<file path="src/sfcd_pkg.sv">
// ----------------------------------------------------------------------------
// sfcd_pkg
// Shared constants and types for the serial frame CRC deframer.
// ----------------------------------------------------------------------------
package sfcd_pkg;

  localparam logic [7:0]  START_BYTE = 8'hA6;
  localparam logic [15:0] CRC_POLY   = 16'h1021;
  localparam logic [15:0] CRC_INIT   = 16'h0000;
  localparam logic [7:0]  MIN_LEN    = 8'd4;
  localparam logic [7:0]  MAX_FRAME_RESET = 8'd80;

  typedef enum logic [1:0] {
    ST_INSIDE   = 2'd0,
    ST_CRC_GOOD = 2'd1,
    ST_CRC_BAD  = 2'd2,
    ST_ABORT    = 2'd3
  } frame_status_t;

  typedef enum logic [3:0] {
    PH_HUNT = 4'b0001,
    PH_TYPE = 4'b0010,
    PH_LEN  = 4'b0100,
    PH_BODY = 4'b1000
  } phase_t;

endpackage

</file>
<file path="src/serial_frame_crc_deframer.sv">
// ----------------------------------------------------------------------------
// serial_frame_crc_deframer
// Hunts for start byte 0xA6, checks the length byte against a configured
// limit, passes frame bytes on with their index and checks the CRC-16 tail.
// ----------------------------------------------------------------------------
// The result of an input transaction is in the output register next cycle.
// Throughput: one byte per cycle when not stalled; byte-wide CRC and frame
//   state updates fit between the input handshake and the output register.
// Reset: synchronous, active low; hunting state, limit 80, output empty.
module serial_frame_crc_deframer
  import sfcd_pkg::*;
(
  input  logic        clk,
  input  logic        rst_n,
  // configuration
  input  logic        cfg_valid,
  output logic        cfg_ready,
  input  logic [7:0]  cfg_data,       // max_frame_bytes
  // input stream
  input  logic        in_tvalid,
  output logic        in_tready,
  input  logic [7:0]  in_tdata,       // [7:0] rx_byte
  // result stream
  output logic        out_tvalid,
  input  logic        out_tready,
  output logic [15:0] out_tdata,      // [7:0] data_byte, [15:8] byte_index
  output logic [2:0]  out_tuser       // [1:0] frame_status, [2] frame_busy
);

  phase_t        phase_r, phase_nxt;
  logic [7:0]    position_r, position_nxt;
  logic [7:0]    frame_length_r, frame_length_nxt;
  logic [15:0]   crc_r, crc_nxt;
  logic [7:0]    crc_high_r, crc_high_nxt;
  logic [7:0]    max_frame_r;

  logic          out_valid_r, out_valid_nxt;
  logic [7:0]    out_byte_r, out_byte_nxt;
  logic [7:0]    out_index_r, out_index_nxt;
  frame_status_t out_status_r, out_status_nxt;
  logic          out_busy_r, out_busy_nxt;

  logic          in_fire;
  logic          emit;
  logic [15:0]   crc_src;
  logic [15:0]   crc_upd;
  logic [8:0]    pos_plus2;
  logic [8:0]    pos_plus1;
  logic [8:0]    len_ext;

  assign cfg_ready = 1'b1;
  assign in_tready = !out_valid_r || out_tready;
  assign in_fire   = in_tvalid && in_tready;

  assign crc_src = (phase_r == PH_HUNT) ? CRC_INIT : crc_r;

  sfcd_crc16 u_crc (
    .crc_in  (crc_src),
    .data_in (in_tdata),
    .crc_out (crc_upd)
  );

  assign pos_plus2 = {1'b0, position_r} + 9'd2;
  assign pos_plus1 = {1'b0, position_r} + 9'd1;
  assign len_ext   = {1'b0, frame_length_r};

  always_comb begin
    phase_nxt        = phase_r;
    position_nxt     = position_r;
    frame_length_nxt = frame_length_r;
    crc_nxt          = crc_r;
    crc_high_nxt     = crc_high_r;
    emit             = 1'b0;
    out_byte_nxt     = in_tdata;
    out_index_nxt    = position_r;
    out_status_nxt   = ST_INSIDE;
    out_busy_nxt     = 1'b1;

    case (phase_r)
      PH_HUNT: begin
        if (in_tdata == START_BYTE) begin
          emit             = 1'b1;
          crc_nxt          = crc_upd;
          crc_high_nxt     = 8'd0;
          frame_length_nxt = 8'd0;
          position_nxt     = 8'd1;
          phase_nxt        = PH_TYPE;
          out_index_nxt    = 8'd0;
        end
      end
      PH_TYPE: begin
        emit          = 1'b1;
        crc_nxt       = crc_upd;
        position_nxt  = 8'd2;
        phase_nxt     = PH_LEN;
        out_index_nxt = 8'd1;
      end
      PH_LEN: begin
        emit          = 1'b1;
        out_index_nxt = 8'd2;
        if (in_tdata < MIN_LEN || in_tdata >= max_frame_r) begin
          // drop the frame and go back to hunting
          phase_nxt      = PH_HUNT;
          position_nxt   = 8'd0;
          out_status_nxt = ST_ABORT;
          out_busy_nxt   = 1'b0;
        end else begin
          frame_length_nxt = in_tdata;
          // minimum length: the length byte doubles as the CRC high byte
          if (in_tdata == MIN_LEN) begin
            crc_high_nxt = in_tdata;
          end else begin
            crc_nxt = crc_upd;
          end
          position_nxt = 8'd3;
          phase_nxt    = PH_BODY;
        end
      end
      PH_BODY: begin
        emit = 1'b1;
        if (pos_plus2 < len_ext) begin
          crc_nxt = crc_upd;
        end else if (pos_plus2 == len_ext) begin
          crc_high_nxt = in_tdata;
        end
        if (pos_plus1 >= len_ext) begin
          out_status_nxt = ({crc_high_r, in_tdata} == crc_r) ? ST_CRC_GOOD : ST_CRC_BAD;
          out_busy_nxt   = 1'b0;
          phase_nxt      = PH_HUNT;
          position_nxt   = 8'd0;
        end else begin
          position_nxt = pos_plus1[7:0];
        end
      end
      default: begin
        phase_nxt    = PH_HUNT;
        position_nxt = 8'd0;
      end
    endcase

    out_valid_nxt = out_valid_r && !out_tready;
    if (in_fire && emit) begin
      out_valid_nxt = 1'b1;
    end
  end

  always_ff @(posedge clk) begin
    if (!rst_n) begin
      phase_r        <= PH_HUNT;
      position_r     <= 8'd0;
      frame_length_r <= 8'd0;
      crc_r          <= CRC_INIT;
      crc_high_r     <= 8'd0;
      max_frame_r    <= MAX_FRAME_RESET;
      out_valid_r    <= 1'b0;
    end else begin
      if (cfg_valid && cfg_ready) begin
        max_frame_r <= cfg_data;
      end
      if (in_fire) begin
        phase_r        <= phase_nxt;
        position_r     <= position_nxt;
        frame_length_r <= frame_length_nxt;
        crc_r          <= crc_nxt;
        crc_high_r     <= crc_high_nxt;
      end
      out_valid_r <= out_valid_nxt;
    end
  end

  // result payload; load only when a new result is taken in
  always_ff @(posedge clk) begin
    if (in_fire && emit) begin
      out_byte_r   <= out_byte_nxt;
      out_index_r  <= out_index_nxt;
      out_status_r <= out_status_nxt;
      out_busy_r   <= out_busy_nxt;
    end
  end

  assign out_tvalid = out_valid_r;
  assign out_tdata  = {out_index_r, out_byte_r};
  assign out_tuser  = {out_busy_r, out_status_r};

`ifndef NO_ASSERTIONS
  // a finished or aborted frame always returns to hunting
  a_end_to_hunt: assert property (@(posedge clk) disable iff (!rst_n)
    (in_fire && emit && !out_busy_nxt) |=> (phase_r == PH_HUNT))
    else $error("frame end did not return to hunt");

  // inside a frame body the length is valid and the index is below it
  a_body_bounds: assert property (@(posedge clk) disable iff (!rst_n)
    (phase_r == PH_BODY) |-> (frame_length_r >= MIN_LEN && position_r < frame_length_r))
    else $error("body position or length out of range");

  // any terminal status reports the frame as no longer busy
  a_status_busy: assert property (@(posedge clk) disable iff (!rst_n)
    (out_valid_r && out_status_r != ST_INSIDE) |-> !out_busy_r)
    else $error("terminal status with busy set");

  // a held result must not be overwritten
  a_no_overwrite: assert property (@(posedge clk) disable iff (!rst_n)
    (out_valid_r && !out_tready) |-> !in_fire)
    else $error("input taken while result stalled");
`endif

endmodule

</file>
<file path="src/sfcd_crc16.sv">
// ----------------------------------------------------------------------------
// sfcd_crc16
// One-byte update of a CRC-16 (poly 0x1021, MSB first), combinational.
// ----------------------------------------------------------------------------
module sfcd_crc16
  import sfcd_pkg::*;
(
  input  logic [15:0] crc_in,
  input  logic [7:0]  data_in,
  output logic [15:0] crc_out
);

  always_comb begin
    logic [15:0] c;
    c = crc_in ^ {data_in, 8'h00};
    for (int k = 0; k < 8; k++) begin
      if (c[15]) begin
        c = {c[14:0], 1'b0} ^ CRC_POLY;
      end else begin
        c = {c[14:0], 1'b0};
      end
    end
    crc_out = c;
  end

endmodule
</file>
<file path="config.mk">
export PLATFORM = sky130hd
export DESIGN_NAME = serial_frame_crc_deframer
export DESIGN_NICKNAME = d
export VERILOG_FILES = /design/src/sfcd_pkg.sv /design/src/serial_frame_crc_deframer.sv /design/src/sfcd_crc16.sv
export SDC_FILE = /design/constraint.sdc
export NUM_CORES = 1
export LEC_CHECK = 0
export BUFFER_PORTS_ARGS = -buffer_cell sky130_fd_sc_hd__buf_2
export CORE_UTILIZATION = 40
export CTS_BUF_LIST = sky130_fd_sc_hd__clkbuf_8 sky130_fd_sc_hd__clkbuf_16
export DETAILED_ROUTE_END_ITERATION = 10
export GPL_TIMING_DRIVEN = 0
export PLACE_DENSITY = 0.67
export SYNTH_ARGS = -nofsm -noshare
export SYNTH_HDL_FRONTEND = slang
export SYNTH_SLANG_ARGS = --single-unit
export TNS_END_PERCENT = 20
</file>
<file path="constraint.sdc">
create_clock -name clk -period 4 [get_ports clk]
set_input_delay 0.2 -clock clk [delete_from_list [all_inputs] [get_ports clk]]
set_output_delay 0.2 -clock clk [all_outputs]
set_load 0.01 [all_outputs]
</file>
==> results_dict.tcl, run 1 <==
set metrics [dict create \
    fmax_ghz 0.294 \
    cts-root-buf "clkbuf_8" \
    r2r_end "crc_r[15]" \
    rr_worst_depth 12 \
    syn_inst 469 \
    final-max-slew-violation-count 0 \
    port_buffers 39 \
    worstPathArrival_ns 3.66 \
    post-place-ws_ns 0.597 \
    cts.sinks 72 \
    ys_warn_count 0 \
    worstMarginPinSlew_ns 0.926 \
    post-route-drc-count 0 \
    die_x_um 107 \
    status "finished clean" \
    critPathRequiredTime_ns 4.26 \
    dp_hpwl_mm 8.05 \
    layout_setup_ws_ns 0.597 \
    gp_congestion 0.865 \
    coreArea_mm2 0.0105 \
    cts_buffers 9 \
    clkLatencyLatePin_ns 0.37 \
    vias 3564 \
    finalCritPeriodShare 0.851 \
    yosys.cell_types.count 59 \
    antenna_found_initial 0 \
    rows 37 \
    power_per_cell_area_mw_per_mm2 333 \
    met1Wirelength_mm 5.01 \
    drt_wl_total_mm 10.8 \
    cts-resized-gates 0 \
    via_per_inst 5.40 \
    synth_edf_count 19 \
    cts_tree "done" \
    syn_area_mm2 0.00438 \
    crit_fanout 10 \
    seq_area_frac_synth 0.372 \
    holdCritPathClass "in2reg" \
    fp.dieArea_mm2 0.0114 \
    io_pins 43 \
    post_drt_wl_per_cell_um 16.4 \
    power_w 0.00165 \
    postCtsSetupBuffers 0 \
    firstDrtPassIters 4 \
    antennaDiodeCount 0 \
    ctsLongestPathBuffers 2 \
    holdBufCountCts 0 \
    path_class "reg2reg" \
    stdcell_count 660 \
    timing.final.crit_period_ns 3.40 \
    area_delta_synth_final_pct 12.8 \
    dr_wl_met3_um 655 \
    setup_tns_ns 0 \
    critPathLaunchType "flip-flop" \
    grt_first_pass_wirelength_mm 17.5 \
    crit_path_end_kind "flip-flop" \
    crit_slowest_cell "o21ai_0" \
    r2r-start "position_r[3]" \
    htreeDepth 3 \
    grt_pass1_vias 3525 \
    synth_seq_cells 72 \
    max-slew-margin-rel 0.383 \
    async_flop_share 0 \
    first_iter_violations 283 \
    rrSetupSlack_ns 0.60 \
    endpoint "crc_r[15]" \
    overflow 0 \
    rsz0062_at_grt "false" \
    die_h_um 107 \
    fin_nets 566 \
    synth_nets 516 \
    hold_viol 0 \
    ant_nets 0 \
    p_leak_nw 1.93 \
    peakVddDrop_mv 0.155 \
    clkTransAtPathRegs_ns 0.08 \
    drive_gt1_frac 0.168 \
    postLayoutCoreUtil 0.472 \
    grt_max_degree 22 \
    dpl.cell_count 644 \
    crit_start "position_r[3]" \
    wl_met2_mm 4.95 \
    skew_ns 0.0113 \
    start_util 0.419 \
    top_layer_used "met4" \
    slowest_delay_ns 0.47 \
    crit_chain "clkbuf_1 -> and4_1 -> nand2_1 -> xnor2_1 -> ha_1 -> a22oi_1 -> o211ai_1 -> o21ai_0 -> o211a_1 -> buf_2 -> nand2_4 -> o311a_1" \
    cap_violations 0 \
    setup_viol 0 \
    synth-main-ff-cell "dfxtp_1" \
    avgSynthCellArea_um2 9.34 \
    grt.total_usage 0.198 \
]
-- how the worst min path moves through the flow --
stage,cells past startpoint,to,slack [ns],from
5_1_grt,1,out_byte_r[6],0.04,in_tdata[6]
4_1_cts,1,out_byte_r[6],0.04,in_tdata[6]
3_5_place_dp,1,out_byte_r[5],0.41,in_tdata[5]
3_3_place_gp,3,max_frame_r[6],0.42,cfg_data[6]
2_1_floorplan,0,out_byte_r[0],0.30,in_tdata[0]
6_report,1,out_byte_r[6],0.04,in_tdata[6]
-- critical path, delay by kind of cell, from the launching register on --
family	cells	cell delay [ns]
AOI/OAI and AO/OA	5	1.35
buffers and inverters	2	0.60
and+or+nand+nor	3	0.56
adders and majority gates	1	0.32
DFF	1	0.31
xor gates and xnor gates	1	0.14
-- power by group --
| part | internal (W) | switching (W) | total (W) |
|---|---|---|---|
| combinational | 0.000114 | 0.000159 | 0.000273 |
| sequential | 0.000766 | 0.0000153 | 0.000781 |
| clock | 0.000302 | 0.000290 | 0.000592 |
| total | 0.00118 | 0.000464 | 0.00165 |
-- flip-flops by register name, summed over array words and instances (netlist names) --
| register | count |
|---|---|
| crc_r | 16 |
| crc_high_r | 8 |
| frame_length_r | 8 |
| max_frame_r | 8 |
| out_byte_r | 8 |
| out_index_r | 8 |
| position_r | 8 |
| phase_r | 4 |
| out_status_r | 2 |
| out_busy_r | 1 |
| out_tvalid | 1 |
-- per-layer routing --
layer / vias up / global-route usage
li1: 1751 / -
met1: 1693 / 0.262
met5: - / 0
met2: 103 / 0.314
met4: 0 / 0.0793
met3: 17 / 0.0419
-- placed cells by master, fill, tap and decap left out, drive strengths merged, types with 3 or more instances in the layout --
| master | synthesis | final |
|---|---|---|
| a211o | 3 | 3 |
| a311oi | 6 | 6 |
| xnor2 | 47 | 47 |
| ha | 26 | 26 |
| inv | 23 | 23 |
| nand2b | 5 | 5 |
| clkinv | 0 | 5 |
| and3 | 6 | 6 |
| nand3 | 7 | 7 |
| a21boi | 10 | 10 |
| a32o | 8 | 8 |
| edfxtp | 19 | 19 |
| o21ai | 14 | 14 |
| nor2 | 26 | 26 |
| buf | 18 | 57 |
| nor3 | 4 | 4 |
| o21a | 5 | 5 |
| o211ai | 8 | 8 |
| nand4 | 13 | 13 |
| dfxtp | 53 | 53 |
| nor2b | 9 | 9 |
| clkbuf | 19 | 29 |
| xor2 | 12 | 12 |
| a221o | 7 | 7 |
| nand2 | 57 | 57 |
| mux2i | 16 | 16 |
| a21oi | 17 | 17 |
| nor4b | 4 | 4 |
| and4 | 3 | 3 |
-- kinds of logic (layout without fill, tap and decap cells) --
family	count (synthesis)	in the layout	synth area share
compound gates	93	93	0.164
xor+xnor	59	59	0.118
fa+ha+maj	26	26	0.0742
buf+inv	60	115	0.0645
flops	72	72	0.372
mux	17	17	0.0391
other cells	1	1	0.000856
simple gates	141	141	0.167
-- area by class of cell --
| type | count | area [um^2] |
|---|---|---|
| clock inverters | 6 | 58.8 |
| fillers | 977 | 5520 |
| multi-input cells | 337 | 2470 |
| well taps | 136 | 170 |
| clock buffers | 10 | 138 |
| plain buffers | 37 | 196 |
| flip-flops and latches | 72 | 1630 |
| repair buffers | 39 | 195 |
| inverters | 23 | 86.3 |
-- through the flow --
stage | hold WS (ns) | cell area, um^2
2_1_floorplan | 0.299 | 4380
4_1_cts | 0.0362 | 4940
6_report | 0.0382 | 4940
5_1_grt | 0.0374 | 4940
3_3_place_gp | 0.417 | 4750
3_5_place_dp | 0.413 | 4750
-- cell usage after synthesis (12+ instances only) --
cell | instances | share of area
mux2i_1 | 16 | 0.037
xnor2_1 | 47 | 0.094
clkbuf_1 | 19 | 0.016
nand4_1 | 13 | 0.019
nor2_1 | 25 | 0.021
inv_1 | 23 | 0.020
ha_1 | 26 | 0.074
xor2_1 | 12 | 0.024
dfxtp_1 | 53 | 0.24
edfxtp_1 | 19 | 0.13
a21oi_1 | 16 | 0.018
nand2_1 | 56 | 0.048
Power figures use the tool's default switching activity.
==> run 2, diff against run 1 <==
==> constraint.sdc (replaced) <==
create_clock -name clk -period 4 [get_ports clk]
set_input_delay 0 -clock clk [delete_from_list [all_inputs] [get_ports clk]]
set_output_delay 0 -clock clk [all_outputs]
set_load 0.01 [all_outputs]
==> results_dict.tcl, run 2 (synthesis results as in run 1) <==
set metrics [dict create \
    die_h_um 107 \
    cts.sinks 72 \
    vias 3667 \
    swShare 0.282 \
    skew_ns 0.0113 \
    post-route-drc-count 0 \
    overflow 0 \
    firstDrtPassIters 5 \
    ctsLongestPathBuffers 2 \
    gp_congestion 0.865 \
    dp_hpwl_mm 8.05 \
    port_buffers 39 \
    fp.dieArea_mm2 0.0114 \
    p_comb_frac 0.172 \
    nFillCells 960 \
    grt.total_usage 0.201 \
    grt_pass1_vias 3608 \
    grt_first_pass_wirelength_mm 17.8 \
    die_x_um 107 \
    max-slew-margin-rel 0.394 \
    path_class "reg2reg" \
    cts-resized-gates 0 \
    worstMarginPinSlew_ns 0.909 \
    holdCritPathClass "in2reg" \
    hold_viol 0 \
    via_per_inst 5.43 \
    clkLatencyLatePin_ns 0.37 \
    ant_nets 0 \
    clkTransAtPathRegs_ns 0.08 \
    crit_fanout 10 \
    peakVddDrop_mv 0.158 \
    pwr-share-clk 0.357 \
    setup_tns_ns 0 \
    drive_gt1_frac 0.163 \
    p_leak_nw 1.99 \
    postCtsSetupBuffers 0 \
    critPathLaunchType "flip-flop" \
    power_per_cell_area_mw_per_mm2 326 \
    cts-root-buf "clkbuf_8" \
    top_register "crc_r" \
    cts_buffers 9 \
    antenna_found_initial 0 \
    start_util 0.419 \
    antennaDiodeCount 0 \
    largest_reg_flops 16 \
    first_iter_violations 311 \
    io_pins 43 \
    pwr-share-seq 0.471 \
    fmax_ghz 0.292 \
    crit_path_end_kind "flip-flop" \
    intPower_w 0.00119 \
    finalCritPeriodShare 0.858 \
    htreeDepth 3 \
    cap_violations 0 \
    status "finished clean" \
    final-max-slew-violation-count 0 \
    rows 37 \
    fin_nets 581 \
    cts_tree "done" \
    rsz0062_at_grt "false" \
    post_drt_wl_per_cell_um 16.3 \
    post-place-ws_ns 0.597 \
    area_delta_synth_final_pct 16.2 \
    worstPathArrival_ns 3.69 \
    drt_wl_total_mm 11.0 \
    grt_max_degree 22 \
    critPathRequiredTime_ns 4.26 \
    timing.final.crit_period_ns 3.43 \
    final_cell_mix "nand2_1, dfxtp_1, buf_2" \
    layout_setup_ws_ns 0.570 \
    layout_commonest_cell "nand2_1" \
    coreArea_mm2 0.0105 \
    switching_power_w 0.000467 \
    setup_viol 0 \
]
==> run 2: changes by cell type in the layout (fill, tap and decap cells not counted), sizes merged <==
cell and change:
dlygate4sd3 +15
==> run 2: stage by stage <==
step	utilization	hold slack, ns	cell area, um^2	total power [W]	cells
after floorplan	-	0.0989	4380	0.000998	469
after global placement	0.454	0.217	4750	0.00106	644
after detailed placement	0.454	0.213	4750	0.00107	644
after CTS	0.487	0.000639	5090	0.00166	675
after global routing	0.487	0.00757	5090	0.00172	675
final	0.487	0.00857	5090	0.00166	675
==> run 2: final timing paths <==
kind / startpoint / endpoint / depth (start not counted) / slack, ns
setup / recovery: position_r[3] / crc_r[15] / 12 / 0.57
hold / removal: in_tvalid / phase_r[2] / 4 / 0.009
setup reg to reg: position_r[3] / crc_r[15] / 12 / 0.57
hold reg to reg: crc_r[6] / crc_r[6] / 2 / 0.50
==> run 2: area by class of cell <==
type                            count  area [um^2]  area share
Multi-Input combinational cell    337         2470       0.484
Clock inverter                      6         58.8      0.0115
Timing Repair Buffer               54          345      0.0678
Inverter                           23         86.3      0.0169
Sequential cell                    72         1630       0.320
Tap cell                          136          170      0.0334
Buffer                             37          196      0.0386
Clock buffer                       10          138      0.0270
==> run 2: layer usage <==
layer / global-route usage / vias to the layer above / part of all wire
met5: 0 / - / 0
met4: 0.0793 / 0 / 0.019
met3: 0.0419 / 22 / 0.056
met2: 0.323 / 111 / 0.45
met1: 0.264 / 1753 / 0.48
li1: - / 1781 / -
==> run 2: power by group through the flow <==
stage	Combinational [W]	Clock (W)	Sequential, W
2_1_floorplan	0.000204	0	0.000794
3_3_place_gp	0.000266	0	0.000797
3_5_place_dp	0.000271	0	0.000798
4_1_cts	0.000284	0.000595	0.000781
5_1_grt	0.000314	0.000624	0.000784
6_report	0.000286	0.000592	0.000781
==> run 2: worst max-delay path, stage by stage, from the launching register on <==
cell	delay, ns
dfxtp_1	0.31
clkbuf_1	0.41
and4_1	0.34
nand2_1	0.08
xnor2_1	0.14
ha_1	0.32
a22oi_1	0.18
o211ai_1	0.11
o21ai_0	0.47
o211a_1	0.20
buf_2	0.21
nand2_4	0.15
o311a_1	0.39
==> run 2: repair_timing <==
| item | in CTS | in global routing |
|---|---|---|
| endpoints found under the setup margin | 0 | 0 |
| hold buffers | 15 | 0 |
| endpoints found under the hold margin | 15 | 0 |
==> run 3, diff against run 2 <==
BUFFER_PORTS_ARGS = -buffer_cell sky130_fd_sc_hd__buf_4   (was -buffer_cell sky130_fd_sc_hd__buf_2)
==> results_dict.tcl, run 3 (synthesis results as in run 1) <==
set metrics [dict create \
    switching_power_w 0.000467 \
    final_area_mm2 0.00522 \
    setup_tns_ns 0 \
    port_buffers 39 \
    pwr-share-seq 0.457 \
    swShare 0.273 \
    grt.total_usage 0.205 \
    holdCritPathClass "in2reg" \
    crit_slowest_cell "o21ai_0" \
    worstPathArrival_ns 3.74 \
    antennaDiodeCount 0 \
    htreeDepth 3 \
    post_drt_wl_per_cell_um 16.4 \
    vias 3644 \
    fmax_ghz 0.287 \
    met1Wirelength_mm 5.07 \
    ant_nets 0 \
    p_leak_nw 2.04 \
    rsz0062_at_grt "false" \
    rrSetupSlack_ns 0.51 \
    grt_first_pass_wirelength_mm 18.0 \
    grt_max_degree 22 \
    crit_fanout 10 \
    crit_start "position_r[3]" \
    cts-resized-gates 0 \
    crit_chain "clkbuf_1 -> and4_1 -> nand2_1 -> xnor2_1 -> ha_1 -> a22oi_1 -> o211ai_1 -> o21ai_0 -> o211a_1 -> buf_2 -> nand2_4 -> o311a_1" \
    top_register "crc_r" \
    pwr-share-clk 0.372 \
    first_iter_violations 207 \
    coreArea_mm2 0.0105 \
    crit_path_end_kind "flip-flop" \
    firstDrtPassIters 5 \
    cts.sinks 72 \
    critPathBufInv 2 \
    grt_pass1_vias 3523 \
    antenna_found_initial 0 \
    clkTransAtPathRegs_ns 0.08 \
    finalCritPeriodShare 0.872 \
    dpl-instance-area_mm2 0.00484 \
    cap_violations 0 \
    p_comb_frac 0.171 \
    largest_reg_flops 16 \
    critPathRequiredTime_ns 4.25 \
    drt_wl_total_mm 11.1 \
    r2r_end "crc_r[15]" \
    cts_tree "done" \
    worstMarginPinSlew_ns 0.906 \
    setup_viol 0 \
    path_depth 12 \
    drive_gt1_frac 0.159 \
    fin_nets 582 \
    cp_top_family "compound AO/OA/AOI/OAI gates" \
    die_h_um 107 \
    peakVddDrop_mv 0.178 \
    ctsLongestPathBuffers 2 \
    postCtsSetupBuffers 0 \
    overflow 0 \
    timing.final.crit_period_ns 3.49 \
    intPower_w 0.00124 \
    dp_hpwl_mm 7.96 \
    via_per_inst 5.39 \
    cts-root-buf "clkbuf_8" \
    area_delta_synth_final_pct 19.0 \
    slowest_delay_ns 0.55 \
    start_util 0.419 \
    nFillCells 941 \
    top_layer_used "met4" \
    die_x_um 107 \
    fp.dieArea_mm2 0.0114 \
    clkLatencyLatePin_ns 0.36 \
    path_class "reg2reg" \
    final-max-slew-violation-count 0 \
    io_pins 43 \
    dr_wl_met3_um 560 \
    gp_congestion 0.933 \
    skew_ns 0.0129 \
    r2r-start "position_r[3]" \
    max-slew-margin-rel 0.396 \
    wl_met2_mm 5.30 \
    layout_commonest_cell "nand2_1" \
    cts_buffers 9 \
    status "finished clean" \
    power_per_cell_area_mw_per_mm2 328 \
    final_cell_mix "nand2_1, dfxtp_1, xnor2_1" \
    rows 37 \
    critPathLaunchType "flip-flop" \
    rr_worst_depth 12 \
    post-route-drc-count 0 \
    hold_viol 0 \
    endpoint "crc_r[15]" \
]
-- run 3: changes by cell type in the layout (fill, tap and decap cells not counted), sizes merged --
| cell | delta |
|---|---|
| dlygate4sd3 | +1 |
| bufinv | +1 |
| clkbuf | -1 |
| inv | +2 |
| clkinv | -2 |
-- run 3: worst register-to-register path: cells and delay by family (launching register included) --
kind	cells	cell delay, ns
buffers and inverters	2	0.58
adders and majority gates	1	0.32
and+or+nand+nor	3	0.57
DFF	1	0.31
AOI/OAI and AO/OA	5	1.47
xor gates and xnor gates	1	0.14
-- run 3: worst min path at each step --
stage	startpoint	end	depth (start not counted)
2_1_floorplan	in_tdata[0]	out_byte_r[0]	0
3_3_place_gp	in_tdata[6]	out_byte_r[6]	1
3_5_place_dp	in_tdata[4]	out_byte_r[4]	1
4_1_cts	in_tvalid	phase_r[2]	4
5_1_grt	in_tvalid	phase_r[2]	4
6_report	in_tvalid	phase_r[2]	4
-- run 3: layout make-up --
cell class	instances	area [um^2]	share of cell area
Timing Repair Buffer	55	453	0.0868
Clock buffer	9	124	0.0237
Inverter	23	86.3	0.0166
Tap cell	136	170	0.0326
Sequential cell	72	1630	0.313
Buffer	37	196	0.0377
Multi-Input combinational cell	337	2470	0.473
Clock inverter	7	87.6	0.0168
-- run 3: power by group through the flow --
stage	combinational [W]	clock (W)	sequential, W
2_1_floorplan	0.000204	0	0.000794
3_3_place_gp	0.000272	0	0.000797
3_5_place_dp	0.000275	0	0.000798
4_1_cts	0.000289	0.000640	0.000781
5_1_grt	0.000321	0.000672	0.000784
6_report	0.000292	0.000637	0.000781
-- run 3: stage by stage --
step | std cells | utilization | setup slack [ns] | total power, W | hold WS, ns
finish | 676 | 0.499 | 0.514 | 0.00171 | 0.0192
detailed placement | 644 | 0.463 | 0.555 | 0.00107 | 0.203
global route | 676 | 0.499 | 0.364 | 0.00178 | 0.0733
CTS | 676 | 0.499 | 0.554 | 0.00171 | 0.00551
floorplan | 469 | - | 1.19 | 0.000998 | 0.0989
global placement | 644 | 0.463 | 0.614 | 0.00107 | 0.201
-- run 3: per-layer routing --
metal,vias to the layer above,track usage
met3,13,0.0353
met4,0,0.0705
li1,1786,-
met1,1730,0.272
met2,115,0.335
met5,-,0
-- run 3: repair_timing --
action	CTS	global route
setup endpoints to repair	0	0
endpoints found under the hold margin	22	0
hold buffers	16	0
